`config.mk`:
```
export PLATFORM = sky130hd
export DESIGN_NAME = voxel_ray_traversal_step
export DESIGN_NICKNAME = d
export VERILOG_FILES = /design/src/hdl/vrts_pkg.sv /design/src/hdl/voxel_ray_traversal_step.sv /design/src/hdl/vrts_lane_div.sv /design/src/hdl/vrts_merge.sv
export SDC_FILE = /design/constraint.sdc
export NUM_CORES = 2
export LEC_CHECK = 0
export BUFFER_PORTS_ARGS = -buffer_cell sky130_fd_sc_hd__buf_2
export CAP_MARGIN = 10
export CELL_PAD_IN_SITES_DETAIL_PLACEMENT = 1
export CELL_PAD_IN_SITES_GLOBAL_PLACEMENT = 1
export CORE_UTILIZATION = 39
export CTS_BUF_LIST = sky130_fd_sc_hd__clkbuf_4 sky130_fd_sc_hd__clkbuf_8
export DETAILED_ROUTE_END_ITERATION = 12
export PLACE_DENSITY = 0.68
export SLEW_MARGIN = 5
export SYNTH_ARGS = -nofsm -noshare
export SYNTH_HDL_FRONTEND = slang
export SYNTH_SLANG_ARGS = --single-unit
```
`constraint.sdc`:
```
create_clock -name clk -period 12.72 [get_ports clk]
set_input_delay 1.272 -clock clk [delete_from_list [all_inputs] [get_ports clk]]
set_output_delay 1.272 -clock clk [all_outputs]
set_load 0.03 [all_outputs]
```
`src/hdl/vrts_pkg.sv`:
```
package vrts_pkg;

  localparam int FRAC_BITS_DEF  = 16;
  localparam int TIME_WIDTH_DEF = 32;
  localparam int DIR_FRAC       = 14;
  localparam int DIR_W          = 16;
  localparam int COORD_W        = 32;
  localparam int NUM_AXES       = 3;

  localparam logic [1:0] CMD_START = 2'd0;
  localparam logic [1:0] CMD_FWD   = 2'd1;
  localparam logic [1:0] CMD_BACK  = 2'd2;

  localparam logic [1:0] AXIS_X = 2'd0;
  localparam logic [1:0] AXIS_Y = 2'd1;
  localparam logic [1:0] AXIS_Z = 2'd2;

  typedef enum logic [2:0] {
    ST_IDLE = 3'b001,
    ST_DIV  = 3'b010,
    ST_OUT  = 3'b100
  } state_t;

  // Control from the sequencer to each lane divider.
  typedef struct packed {
    logic start;
  } div_ctl_t;

  // Lane status back to the sequencer.
  typedef struct packed {
    logic done;
  } div_sts_t;

endpackage

```
`src/hdl/voxel_ray_traversal_step.sv`:
```
// Voxel ray traversal step. Each input beat carries a command: start a ray,
// step forward or step back; each command yields exactly one output beat with
// the current point and the face normal (axis and sign) of the next crossing.
// A step forward or step back updates the state at the accepting edge, and the
// output register loads in the cycle after; the input is ready again in the
// cycle after the output beat is taken, so no new command is accepted until the
// last result beat has gone. A start runs three parallel restoring dividers, one
// per axis, that each produce one quotient bit a cycle for quotients of
// FRAC_BITS + 15 bits; once all lanes are done, the results load into the state
// registers as ST_OUT is entered and the output register loads from them. Zero
// direction components give an all-ones ("never") time. Command code 3 returns
// the current state unchanged.
module voxel_ray_traversal_step #(
  parameter int FRAC_BITS  = vrts_pkg::FRAC_BITS_DEF,
  parameter int TIME_WIDTH = vrts_pkg::TIME_WIDTH_DEF
) (
  input  logic         clk,
  input  logic         rst_n,
  input  logic         in_tvalid,
  output logic         in_tready,
  // From bit 0: command[1:0], start_x, start_y, start_z, dir_x, dir_y,
  // dir_z, then 6 zero bits.
  input  logic [151:0] in_tdata,
  output logic         out_tvalid,
  input  logic         out_tready,
  // From bit 0: point_x, point_y, point_z, normal_axis[1:0],
  // normal_negative, then 5 zero bits.
  output logic [103:0] out_tdata
);
  import vrts_pkg::*;

  localparam logic [TIME_WIDTH-1:0] TMAX = '1;

  state_t state_r, state_nxt;
  logic [TIME_WIDTH-1:0] cross_r [NUM_AXES];
  logic [TIME_WIDTH-1:0] delta_r [NUM_AXES];
  logic [COORD_W-1:0]    point_r [NUM_AXES];
  logic [NUM_AXES-1:0]   neg_r;
  logic [103:0]          obuf_r;
  logic                  ovalid_r;
  logic                  launch_r;

  logic [1:0]            cmd;
  logic                  acc;
  div_ctl_t              dctl;
  div_sts_t              dsts [NUM_AXES];
  logic [NUM_AXES-1:0]   lneg;
  logic [TIME_WIDTH-1:0] lcross [NUM_AXES];
  logic [TIME_WIDTH-1:0] ldelta [NUM_AXES];
  logic [1:0]            near_a, far_a;

  assign cmd        = in_tdata[1:0];
  assign in_tready  = state_r == ST_IDLE;
  assign acc        = in_tvalid && in_tready;
  assign out_tvalid = ovalid_r;
  assign out_tdata  = obuf_r;
  assign dctl.start = acc && cmd == CMD_START;

  for (genvar g = 0; g < NUM_AXES; g++) begin : g_lane
    vrts_lane_div #(.FRAC_BITS(FRAC_BITS), .TIME_WIDTH(TIME_WIDTH)) u_div (
      .clk, .rst_n, .ctl(dctl),
      .start_bits(in_tdata[2+COORD_W*g +: COORD_W]),
      .dir_bits(in_tdata[2+COORD_W*NUM_AXES+DIR_W*g +: DIR_W]),
      .sts(dsts[g]), .neg(lneg[g]), .cross_q(lcross[g]), .delta_q(ldelta[g])
    );
  end

  vrts_merge #(.TIME_WIDTH(TIME_WIDTH)) u_merge (
    .t0(cross_r[0]), .t1(cross_r[1]), .t2(cross_r[2]),
    .near_axis(near_a), .far_axis(far_a)
  );

  // State update for one step on the chosen axis.
  logic [1:0]            sax;
  logic                  fwd, up;
  logic [TIME_WIDTH:0]   tsum;
  logic [TIME_WIDTH-1:0] tnew;
  logic [COORD_W-1:0]    pnew;
  localparam logic [COORD_W-1:0] ONE_CELL = COORD_W'(1) << FRAC_BITS;

  always_comb begin
    fwd  = cmd == CMD_FWD;
    sax  = fwd ? near_a : far_a;
    up   = (neg_r[sax] == 1'b0) == fwd;
    pnew = up ? point_r[sax] + ONE_CELL : point_r[sax] - ONE_CELL;
    if (fwd) begin
      tsum = {1'b0, cross_r[sax]} + {1'b0, delta_r[sax]};
      tnew = tsum[TIME_WIDTH] ? TMAX : tsum[TIME_WIDTH-1:0];
    end else begin
      tsum = '0;
      tnew = (cross_r[sax] < delta_r[sax]) ? '0 : cross_r[sax] - delta_r[sax];
    end
    if (cross_r[sax] == TMAX) tnew = TMAX;
  end

  always_comb begin
    state_nxt = state_r;
    case (state_r)
      ST_IDLE: begin
        if (acc) state_nxt = (cmd == CMD_START) ? ST_DIV : ST_OUT;
      end
      ST_DIV: begin
        if (!launch_r && dsts[0].done && dsts[1].done && dsts[2].done) state_nxt = ST_OUT;
      end
      ST_OUT: begin
        // Stay until the result beat has been taken.
        if (ovalid_r && out_tready) state_nxt = ST_IDLE;
      end
      default: state_nxt = ST_IDLE;
    endcase
  end

  always_ff @(posedge clk) begin
    if (!rst_n) begin
      state_r  <= ST_IDLE;
      ovalid_r <= 1'b0;
      launch_r <= 1'b0;
      neg_r    <= '0;
      for (int i = 0; i < NUM_AXES; i++) begin
        cross_r[i] <= TMAX;
        delta_r[i] <= TMAX;
        point_r[i] <= '0;
      end
    end else begin
      state_r  <= state_nxt;
      launch_r <= dctl.start;
      // The result is formed on the first cycle in ST_OUT, after the state lands.
      if (ovalid_r && out_tready) begin
        ovalid_r <= 1'b0;
      end else if (state_r == ST_OUT && !ovalid_r) begin
        ovalid_r <= 1'b1;
      end
      if (acc && (cmd == CMD_FWD || cmd == CMD_BACK)) begin
        point_r[sax] <= pnew;
        cross_r[sax] <= tnew;
      end
      if (acc && cmd == CMD_START) begin
        for (int i = 0; i < NUM_AXES; i++) begin
          point_r[i] <= in_tdata[2+COORD_W*i +: COORD_W];
        end
      end
      if (state_r == ST_DIV && state_nxt == ST_OUT) begin
        neg_r <= lneg;
        for (int i = 0; i < NUM_AXES; i++) begin
          cross_r[i] <= lcross[i];
          delta_r[i] <= ldelta[i];
        end
      end
    end
  end

  // Output register loads on the first cycle in ST_OUT.
  logic out_load;
  assign out_load = state_r == ST_OUT && !ovalid_r;
  always_ff @(posedge clk) begin
    if (out_load) begin
      obuf_r <= {5'b0, neg_r[near_a], near_a, point_r[2], point_r[1], point_r[0]};
    end
  end

`ifndef SYNTHESIS
  a_no_accept_busy: assert property (@(posedge clk) disable iff (!rst_n)
    state_r != ST_IDLE |-> !in_tready) else $error("ready while busy");
  a_out_only_in_out: assert property (@(posedge clk) disable iff (!rst_n)
    ovalid_r |-> state_r == ST_OUT) else $error("result outside output state");
  a_div_launch: assert property (@(posedge clk) disable iff (!rst_n)
    dctl.start |=> state_r == ST_DIV) else $error("start did not enter division");
`endif

endmodule

```
`src/hdl/vrts_lane_div.sv`:
```
// One lane: restoring divider computing the crossing time and the delta time
// of one axis, one quotient bit per cycle for both quotients together.
module vrts_lane_div #(
  parameter int FRAC_BITS  = vrts_pkg::FRAC_BITS_DEF,
  parameter int TIME_WIDTH = vrts_pkg::TIME_WIDTH_DEF
) (
  input  logic                              clk,
  input  logic                              rst_n,
  input  vrts_pkg::div_ctl_t                ctl,
  input  logic [vrts_pkg::COORD_W-1:0]      start_bits,
  input  logic [vrts_pkg::DIR_W-1:0]        dir_bits,
  output vrts_pkg::div_sts_t                sts,
  output logic                              neg,
  output logic [TIME_WIDTH-1:0]             cross_q,
  output logic [TIME_WIDTH-1:0]             delta_q
);
  import vrts_pkg::*;

  localparam int NUM_W = FRAC_BITS + 1 + DIR_FRAC;   // dividend width
  localparam int CNT_W = $clog2(NUM_W + 1);
  localparam int REM_W = DIR_W + 1;
  localparam logic [TIME_WIDTH-1:0] TMAX = '1;

  logic [NUM_W-1:0] num_c_r, num_c_nxt, num_d_r, num_d_nxt;
  logic [REM_W-1:0] rem_c_r, rem_c_nxt, rem_d_r, rem_d_nxt;
  logic [NUM_W-1:0] quo_c_r, quo_c_nxt, quo_d_r, quo_d_nxt;
  logic [DIR_W-1:0] mag_r, mag_nxt;
  logic [CNT_W-1:0] cnt_r, cnt_nxt;
  logic             busy_r, busy_nxt, neg_r, neg_nxt;

  logic [FRAC_BITS-1:0] frac;
  logic [FRAC_BITS:0]   bdist;
  logic [DIR_W-1:0]     mag_in;
  logic                 dneg;
  logic [REM_W-1:0]     sc, sd;

  assign frac   = start_bits[FRAC_BITS-1:0];
  assign dneg   = dir_bits[DIR_W-1];
  assign mag_in = dneg ? (~dir_bits + 1'b1) : dir_bits;
  assign bdist  = dneg ? {1'b0, frac} : ({1'b1, {FRAC_BITS{1'b0}}} - {1'b0, frac});
  assign sc     = {rem_c_r[REM_W-2:0], num_c_r[NUM_W-1]};
  assign sd     = {rem_d_r[REM_W-2:0], num_d_r[NUM_W-1]};

  always_comb begin
    num_c_nxt = num_c_r;
    num_d_nxt = num_d_r;
    rem_c_nxt = rem_c_r;
    rem_d_nxt = rem_d_r;
    quo_c_nxt = quo_c_r;
    quo_d_nxt = quo_d_r;
    mag_nxt   = mag_r;
    cnt_nxt   = cnt_r;
    busy_nxt  = busy_r;
    neg_nxt   = neg_r;
    if (ctl.start) begin
      num_c_nxt = {bdist, {DIR_FRAC{1'b0}}};
      num_d_nxt = {1'b1, {(NUM_W-1){1'b0}}};
      rem_c_nxt = '0;
      rem_d_nxt = '0;
      quo_c_nxt = '0;
      quo_d_nxt = '0;
      mag_nxt   = mag_in;
      neg_nxt   = dneg;
      cnt_nxt   = CNT_W'(NUM_W);
      busy_nxt  = 1'b1;
    end else if (busy_r) begin
      num_c_nxt = num_c_r << 1;
      num_d_nxt = num_d_r << 1;
      if (sc >= {1'b0, mag_r}) begin
        rem_c_nxt = sc - {1'b0, mag_r};
        quo_c_nxt = {quo_c_r[NUM_W-2:0], 1'b1};
      end else begin
        rem_c_nxt = sc;
        quo_c_nxt = {quo_c_r[NUM_W-2:0], 1'b0};
      end
      if (sd >= {1'b0, mag_r}) begin
        rem_d_nxt = sd - {1'b0, mag_r};
        quo_d_nxt = {quo_d_r[NUM_W-2:0], 1'b1};
      end else begin
        rem_d_nxt = sd;
        quo_d_nxt = {quo_d_r[NUM_W-2:0], 1'b0};
      end
      cnt_nxt = cnt_r - 1'b1;
      if (cnt_r == CNT_W'(1)) begin
        busy_nxt = 1'b0;
      end
    end
  end

  always_ff @(posedge clk) begin
    if (!rst_n) begin
      busy_r <= 1'b0;
      cnt_r  <= '0;
    end else begin
      busy_r <= busy_nxt;
      cnt_r  <= cnt_nxt;
    end
    num_c_r <= num_c_nxt;
    num_d_r <= num_d_nxt;
    rem_c_r <= rem_c_nxt;
    rem_d_r <= rem_d_nxt;
    quo_c_r <= quo_c_nxt;
    quo_d_r <= quo_d_nxt;
    mag_r   <= mag_nxt;
    neg_r   <= neg_nxt;
  end

  function automatic logic [TIME_WIDTH-1:0] sat(input logic [NUM_W-1:0] q);
    logic [NUM_W+TIME_WIDTH-1:0] qw;
    qw = {{TIME_WIDTH{1'b0}}, q};
    if (qw > {{NUM_W{1'b0}}, TMAX}) sat = TMAX;
    else                            sat = qw[TIME_WIDTH-1:0];
  endfunction

  assign sts.done = !busy_r;
  assign neg      = neg_r;
  assign cross_q  = (mag_r == '0) ? TMAX : sat(quo_c_r);
  assign delta_q  = (mag_r == '0) ? TMAX : sat(quo_d_r);

endmodule

```
`src/hdl/vrts_merge.sv`:
```
// Merging stage: picks the nearest and farthest axes over the three lanes.
module vrts_merge #(
  parameter int TIME_WIDTH = vrts_pkg::TIME_WIDTH_DEF
) (
  input  logic [TIME_WIDTH-1:0] t0,
  input  logic [TIME_WIDTH-1:0] t1,
  input  logic [TIME_WIDTH-1:0] t2,
  output logic [1:0]            near_axis,
  output logic [1:0]            far_axis
);
  import vrts_pkg::*;

  always_comb begin
    if (t0 < t1) near_axis = (t0 < t2) ? AXIS_X : AXIS_Z;
    else         near_axis = (t1 < t2) ? AXIS_Y : AXIS_Z;
    if (t0 > t1) far_axis  = (t0 > t2) ? AXIS_X : AXIS_Z;
    else         far_axis  = (t1 > t2) ? AXIS_Y : AXIS_Z;
  end

endmodule

```
==> Yosys cells after proc, flatten, opt, wreduce, memory -nomap -nowiden <==
Memory sizes are Yosys's and may differ from the RTL's. A register that Yosys moved wholly into a read port is not among the register bits.
Index checks and enable logic that the tools add are counted.
{ "classes": {"shift": 0, "n_addsub": 19, "reduce_logical": 25, "eq_ne": 11, "bitwise_logic": 14, "magnitude_cmp": 15, "n_div": 0, "n_mul": 0, "muxes": 91} }
{ "ops": {"columns": ["cell", "count"], "rows": [
  ["$mux 32", 22],
  ["$mux 31", 6],
  ["$lt 32x32->1", 4],
  ["$ge 17x16->1", 6],
  ["$gt 32x32->1", 3],
  ["$mux 16", 6],
  ["$sub 16x16->16", 6],
  ["$reduce_or 32->1", 2],
  ["$mux 17", 3],
  ["$sub 17x16->17 const A", 3],
  ["$add 16x1->16 const B", 3],
  ["$logic_not 16->1", 3],
  ["$not 16->16", 3],
  ["$mux 15", 3],
  ["$add 32x32->33", 1],
  ["$add 32x17->32 const B", 1],
  ["$eq 32x32->1 const B", 1],
  ["$sub 32x17->32 const B", 1],
  ["$sub 32x32->32", 1],
  ["$mux 5", 6],
  ["$mux 1", 29],
  ["$mux 2", 9],
  ["$eq 5x1->1 const B", 3],
  ["$sub 5x1->5 const B", 3],
  ["other kinds (18)", 47]
]} }
{ "totals": {"latchBits": 0, "elab_cells": 216, "rom_bits": 0, "out_inout_bits": 106, "in_bits": 156, "ff_bits": 512, "ram_bits": 288, "memories": 3} }
{ "mem_list": {"columns": ["memory", "depth", "word_bits", "read_ports", "rd_ports_with_merged_regs", "write_ports", "line", "source"], "rows": [
  ["cross_r", 3, 32, 4, 0, 3, "voxel_ray_traversal_step.sv:35", "logic [TIME_WIDTH-1:0] cross_r [NUM_AXES];"],
  ["delta_r", 3, 32, 1, 0, 3, "voxel_ray_traversal_step.sv:36", "logic [TIME_WIDTH-1:0] delta_r [NUM_AXES];"],
  ["point_r", 3, 32, 4, 3, 3, "voxel_ray_traversal_step.sv:37", "logic [COORD_W-1:0] point_r [NUM_AXES];"]
]} }

==> Logic depth before layout (Yosys ltp) <==
{ "logic_depth": {"ltp_word": 13, "ltp_mapped": 29, "depth_no_buf": 26} }

==> Modules after synthesis <==
A second synthesis with hierarchy kept.
{ "hier_totals": {"hier_cells": 5081, "hier_area_um2": 51041.5} }
{ "modules_own_cells": {"columns": ["module", "n_inst", "cells_each", "area_each_um2"], "rows": [
  ["voxel_ray_traversal_step", 1, 2124, 24947.7],
  ["vrts_lane_div at g_lane[2].u_div", 1, 892, 8010.2],
  ["vrts_lane_div at g_lane[1].u_div", 1, 860, 7813.7],
  ["vrts_lane_div at g_lane[0].u_div", 1, 873, 7785.0],
  ["vrts_merge", 1, 332, 2484.9]
]} }

==> Worst setup path after synthesis <==
No wires, ideal clock.
{ "synth_path": {"kind": "register -> register", "startpoint": "register ovalid_r, in the netlist out_tvalid", "endpoint": "register ovalid_r, in the netlist out_tvalid", "stages_incl_launch_ff": 3, "synth_period_minus_slack_ps": 10755, "setup_slack_ps": 1965, "required_time_ps": 12619, "arrival_time_ps": 10655, "cell_sequence": "dfxtp_1 nor4_1 o21a_1"} }
{ "synth_between": {"elab_chain_len": 2, "elab_cells_between_ends": 4} }
{ "synth_lines": {"columns": ["item", "line", "source"], "rows": [
  ["start, declared", "voxel_ray_traversal_step.sv:40", "logic ovalid_r;"],
  ["start signal, assigned", "voxel_ray_traversal_step.sv:116", "ovalid_r <= 1'b0;"],
  ["start signal, assigned", "voxel_ray_traversal_step.sv:129", "ovalid_r <= 1'b0;"],
  ["start signal, assigned", "voxel_ray_traversal_step.sv:131", "ovalid_r <= 1'b1;"],
  ["$logic_not 1->1", null, null],
  ["$logic_and 1x1->1", null, null],
  ["named net out_load", "voxel_ray_traversal_step.sv:153", "logic out_load;"]
]} }
The timed path passes the listed nets, and every way through them passes these cells.
A chain may end at the register's enable or synchronous reset.

==> summary.txt <==
Worst setup path
  • Slowest stage cell on the critical path: nor4_1
  • Crit-path max cell delay: 1120 ps
  • Data required, critical path: 13260 ps
  • Number of buffers and inverters on the critical path: 3
  • Critical Path Most Common Cell: a21oi_1
  • FF-to-FF Start: cross_r[2][29]
  • CP Capture Type: flip-flop
  • Critical Path AT: 9730 ps
  • Worst Path Class, Setup: flip-flop to flip-flop
  • Startpoint Class: flip-flop
  • CP max FO: 24
  • End of the worst register-to-register path: cross_r[0][14]
  • Flop2flop setup slack: 3520 ps
  • R2R cell count: 25
  • Crit path max-delay family: compound AO/OA/AOI/OAI gates

Routing
  • Routed vias: 35800
  • Drt first pass iters: 6
  • Wire per inst: 20.8 um
  • Vias per inst: 5.53
  • DR DRC count: 0
  • 1st-iter DRT viols: 2103
  • Number of routed nets with antenna violations: 0
  • Final wirelength: 134000 um

Worst hold path
  • WHS Path Cells: 0
  • Worst hold path class: flip-flop to flip-flop
  • End of the worst hold path: out_tdata[79]
  • Worst hold start: point_r[2][15]

Cells and area
  • Layout Nets: 5299
  • Share of layout cells above drive strength 1: 14.4%
  • Area growth syn-to-layout: 12.8%

Clock tree
  • CTS clk-pin slew, worst paths: 60 ps
  • CTS resizes: 0
  • Worst-Skew Late Latency: 830 ps
  • Clock sinks: 800
  • CTS Buf Count: 141
  • Bufs on Longest Clock Path: 3
  • Post-CTS setup buffers: 0
  • Depth of the CTS H-tree: 4
  • CTS Root Cell: clkbuf_8
  • CTS tree: yes
  • # hold bufs at CTS: 0

GRT
  • GRT Util Overall: 22.9%
  • Largest net degree at the start of global routing: 91
  • Initial antenna violation count: 11
  • First-pass GRT wire length: 211000 um
  • Gr ovfl total: 0
  • Vias in the first global route: 37200

STA
  • Max-slew violation count: 0
  • Crit share post-route: 72.3%
  • Final Setup Violations: 0
  • Final Hold Viols: 0
  • Clock Skew: 42.2 ps
  • RSZ-0062 raised after global routing: false
  • Highest Clock Rate: 109 MHz
  • Max transition margin: 15.3%
  • Slew @ Worst Pin: 1260 ps
  • Crit path time final: 9200 ps
  • Setup TNS Final: 0 ps
  • Setup slack after layout: 3520 ps

Floorplanning
  • Row count: 123
  • Core area: 113000 um^2
  • Die span in x: 341 um
  • Die height: 341 um
  • Starting Density: 39.5%
  • Die Area: 116000 um^2
  • Ports: 262

Logic synthesis
  • Synth Register Bits: 800
  • Post-synth ARST share: 0%
  • Mapped Cells: 4636
  • EDFF count, synth: 489
  • Synth warn: 0
  • Sequential element share of the synthesized area: 46.8%
  • Distinct cells, synth: 79
  • Syn_area_per_cell: 9.65 um^2
  • Synthesized area: 44700 um^2
  • Dominant synthesized flop cell: edfxtp_1

Outcome
  • Status: finished clean

Run
  • Maxcap violations: 0

Power and ir drop
  • Leak: 20.0 nW
  • Worst vdd ir: 0.291 mV
  • Cell Pwr Density: 249 nW/um^2

Placement
  • Worst slack at placement: 3120 ps
  • GPL Wtd Cong: 0.907
  • Hpwl dp: 95500 um
  • PortBufs: 250
==> synth_stat cells, types with 10 or more instances <==
cell type | instances | area share (%)
edfxtp_1 | 489 | 33
a221oi_1 | 14 | 0.27
a211oi_1 | 34 | 0.57
and3_1 | 10 | 0.14
a222oi_1 | 40 | 0.90
nor3_1 | 78 | 0.87
o21ai_0 | 310 | 3.5
nor4_1 | 44 | 0.62
nor2b_1 | 41 | 0.57
xnor2_1 | 153 | 3.0
ha_1 | 285 | 8.0
a21o_1 | 37 | 0.62
a21oi_1 | 265 | 3.0
inv_1 | 307 | 2.6
dfxtp_1 | 311 | 14
or2_2 | 100 | 1.4
o22ai_1 | 60 | 0.84
a31oi_1 | 92 | 1.3
o31ai_1 | 32 | 0.54
buf_1 | 30 | 0.25
xor2_1 | 23 | 0.45
and2_1 | 15 | 0.21
nor2_1 | 600 | 5.0
nand4_1 | 60 | 0.84
nand2_1 | 220 | 1.8
a31o_2 | 10 | 0.20
nand3_1 | 151 | 1.7
clkbuf_1 | 209 | 1.8
or3_1 | 28 | 0.39
o41ai_1 | 17 | 0.33
a21boi_0 | 55 | 0.92
mux2_2 | 10 | 0.25
o211ai_1 | 17 | 0.29
nand2b_1 | 29 | 0.41
mux2i_1 | 259 | 5.8
o21bai_1 | 22 | 0.37
o21a_1 | 23 | 0.39
==> cell type report <==
class                   instances  area, um^2
inverters                     311        1170
clock buffers                 209        2550
diodes                         11        27.5
flip-flops and latches        800       20900
fillers                     12900       62700
multi-input cells            3278       21800
repair buffers                317        1750
well taps                    1500        1880
clock inverters                47         333
==> through the flow <==
step / hold WS (ps) / instance area [um^2] / std cells / util (%) / power, mW
5_1_grt: 454 / 50500 / 6473 / 44.6 / 13.4
4_1_cts: 444 / 50400 / 6462 / 44.6 / 12.6
3_5_place_dp: 434 / 47600 / 6206 / 42.0 / 10.1
6_report: 439 / 50500 / 6473 / 44.6 / 12.6
3_3_place_gp: 430 / 47600 / 6206 / 42.0 / 9.99
2_1_floorplan: 425 / 44700 / 4640 / - / 7.98
==> flip-flops by register name, summed over array words and instances (netlist names), 15 cells and up <==
register / cells
out_tdata: 99
cross_r: 96
delta_r: 96
point_r: 96
g_lane.u_div.quo_c_r: 93
g_lane.u_div.quo_d_r: 93
g_lane.u_div.num_c_r: 51
g_lane.u_div.mag_r: 48
g_lane.u_div.rem_c_r: 48
g_lane.u_div.rem_d_r: 48
g_lane.u_div.cnt_r: 15
==> layer usage <==
metal | GRT usage, % | up-vias | part of all wire [%]
met4 | 7.51 | 0 | 2.6
met1 | 29.9 | 17600 | 45
met2 | 39.1 | 726 | 48
li1 | - | 17300 | -
met3 | 3.07 | 209 | 3.9
met5 | 0 | - | 0
==> layout by cell type (no fill, tap or decap), types with 23 or more instances in the layout <==
cell type and instances:
nand2_1 215, buf_2 250, o22ai_1 60, nand2b_1 29, a211oi_1 34, inv_1 307, nand4_1 60, or2_2 100
a31oi_1 91, a21oi_1 262, nand3_1 145, a21boi_0 54, clkbuf_4 52, a21o_1 36, ha_1 284, o21a_1 23
o31ai_1 32, xnor2_1 153, a222oi_1 40, nor2b_1 41, buf_4 67, o21ai_0 310, nor4_1 43, or3_1 28
clkbuf_8 157, xor2_1 23, nor2_1 597, nor3_1 77, mux2i_1 259, edfxtp_1 489, dfxtp_1 308
==> power breakdown <==
group / switching [mW] / internal [mW] / total (mW)
registers: 0.247 / 3.14 / 3.39
clock network: 1.13 / 1.32 / 2.45
logic: 4.48 / 2.27 / 6.74
total: 5.86 / 6.73 / 12.6
==> how the worst max path moves through the flow <==
stage	slack, ps	start	endpoint	depth (start not counted)
4_1_cts	3650	cross_r[0][25]	cross_r[0][14]	23
3_5_place_dp	3120	in_tdata[1]	cross_r[0][14]	23
3_3_place_gp	3210	in_tdata[1]	cross_r[2][14]	26
5_1_grt	3200	cross_r[0][15]	cross_r[2][30]	27
2_1_floorplan	1960	out_tvalid	out_tvalid	2
6_report	3520	cross_r[2][29]	cross_r[0][14]	25
==> logic make-up after synthesis <==
family | share of synthesized area [%]
fa+ha+maj | 8.38
xor+xnor | 3.45
flops | 46.8
other cells | 0.00838
mux | 6.05
buf+inv | 4.80
simple gates | 14.8
compound gates | 15.8
==> worst reg2reg max path: stages (launching register included) <==
cell and delay [ps]:
edfxtp_1 500, inv_1 150, ha_1 330, nand4_1 160, nor4_1 630, nand2_1 160, a31oi_1 310, nor4_2 150
nor2_1 260, a21o_2 550, buf_4 440, o22ai_1 150, a21oi_1 470, ha_1 440, inv_1 200, o21bai_1 100
a21oi_1 210, a21boi_0 230, o31ai_1 90, a21oi_1 520, o2111ai_1 300, a41oi_1 360, o31a_1 560, nor2_1 350
nor4_1 1120, a31oi_1 190
(Power assumes the default switching activity.)
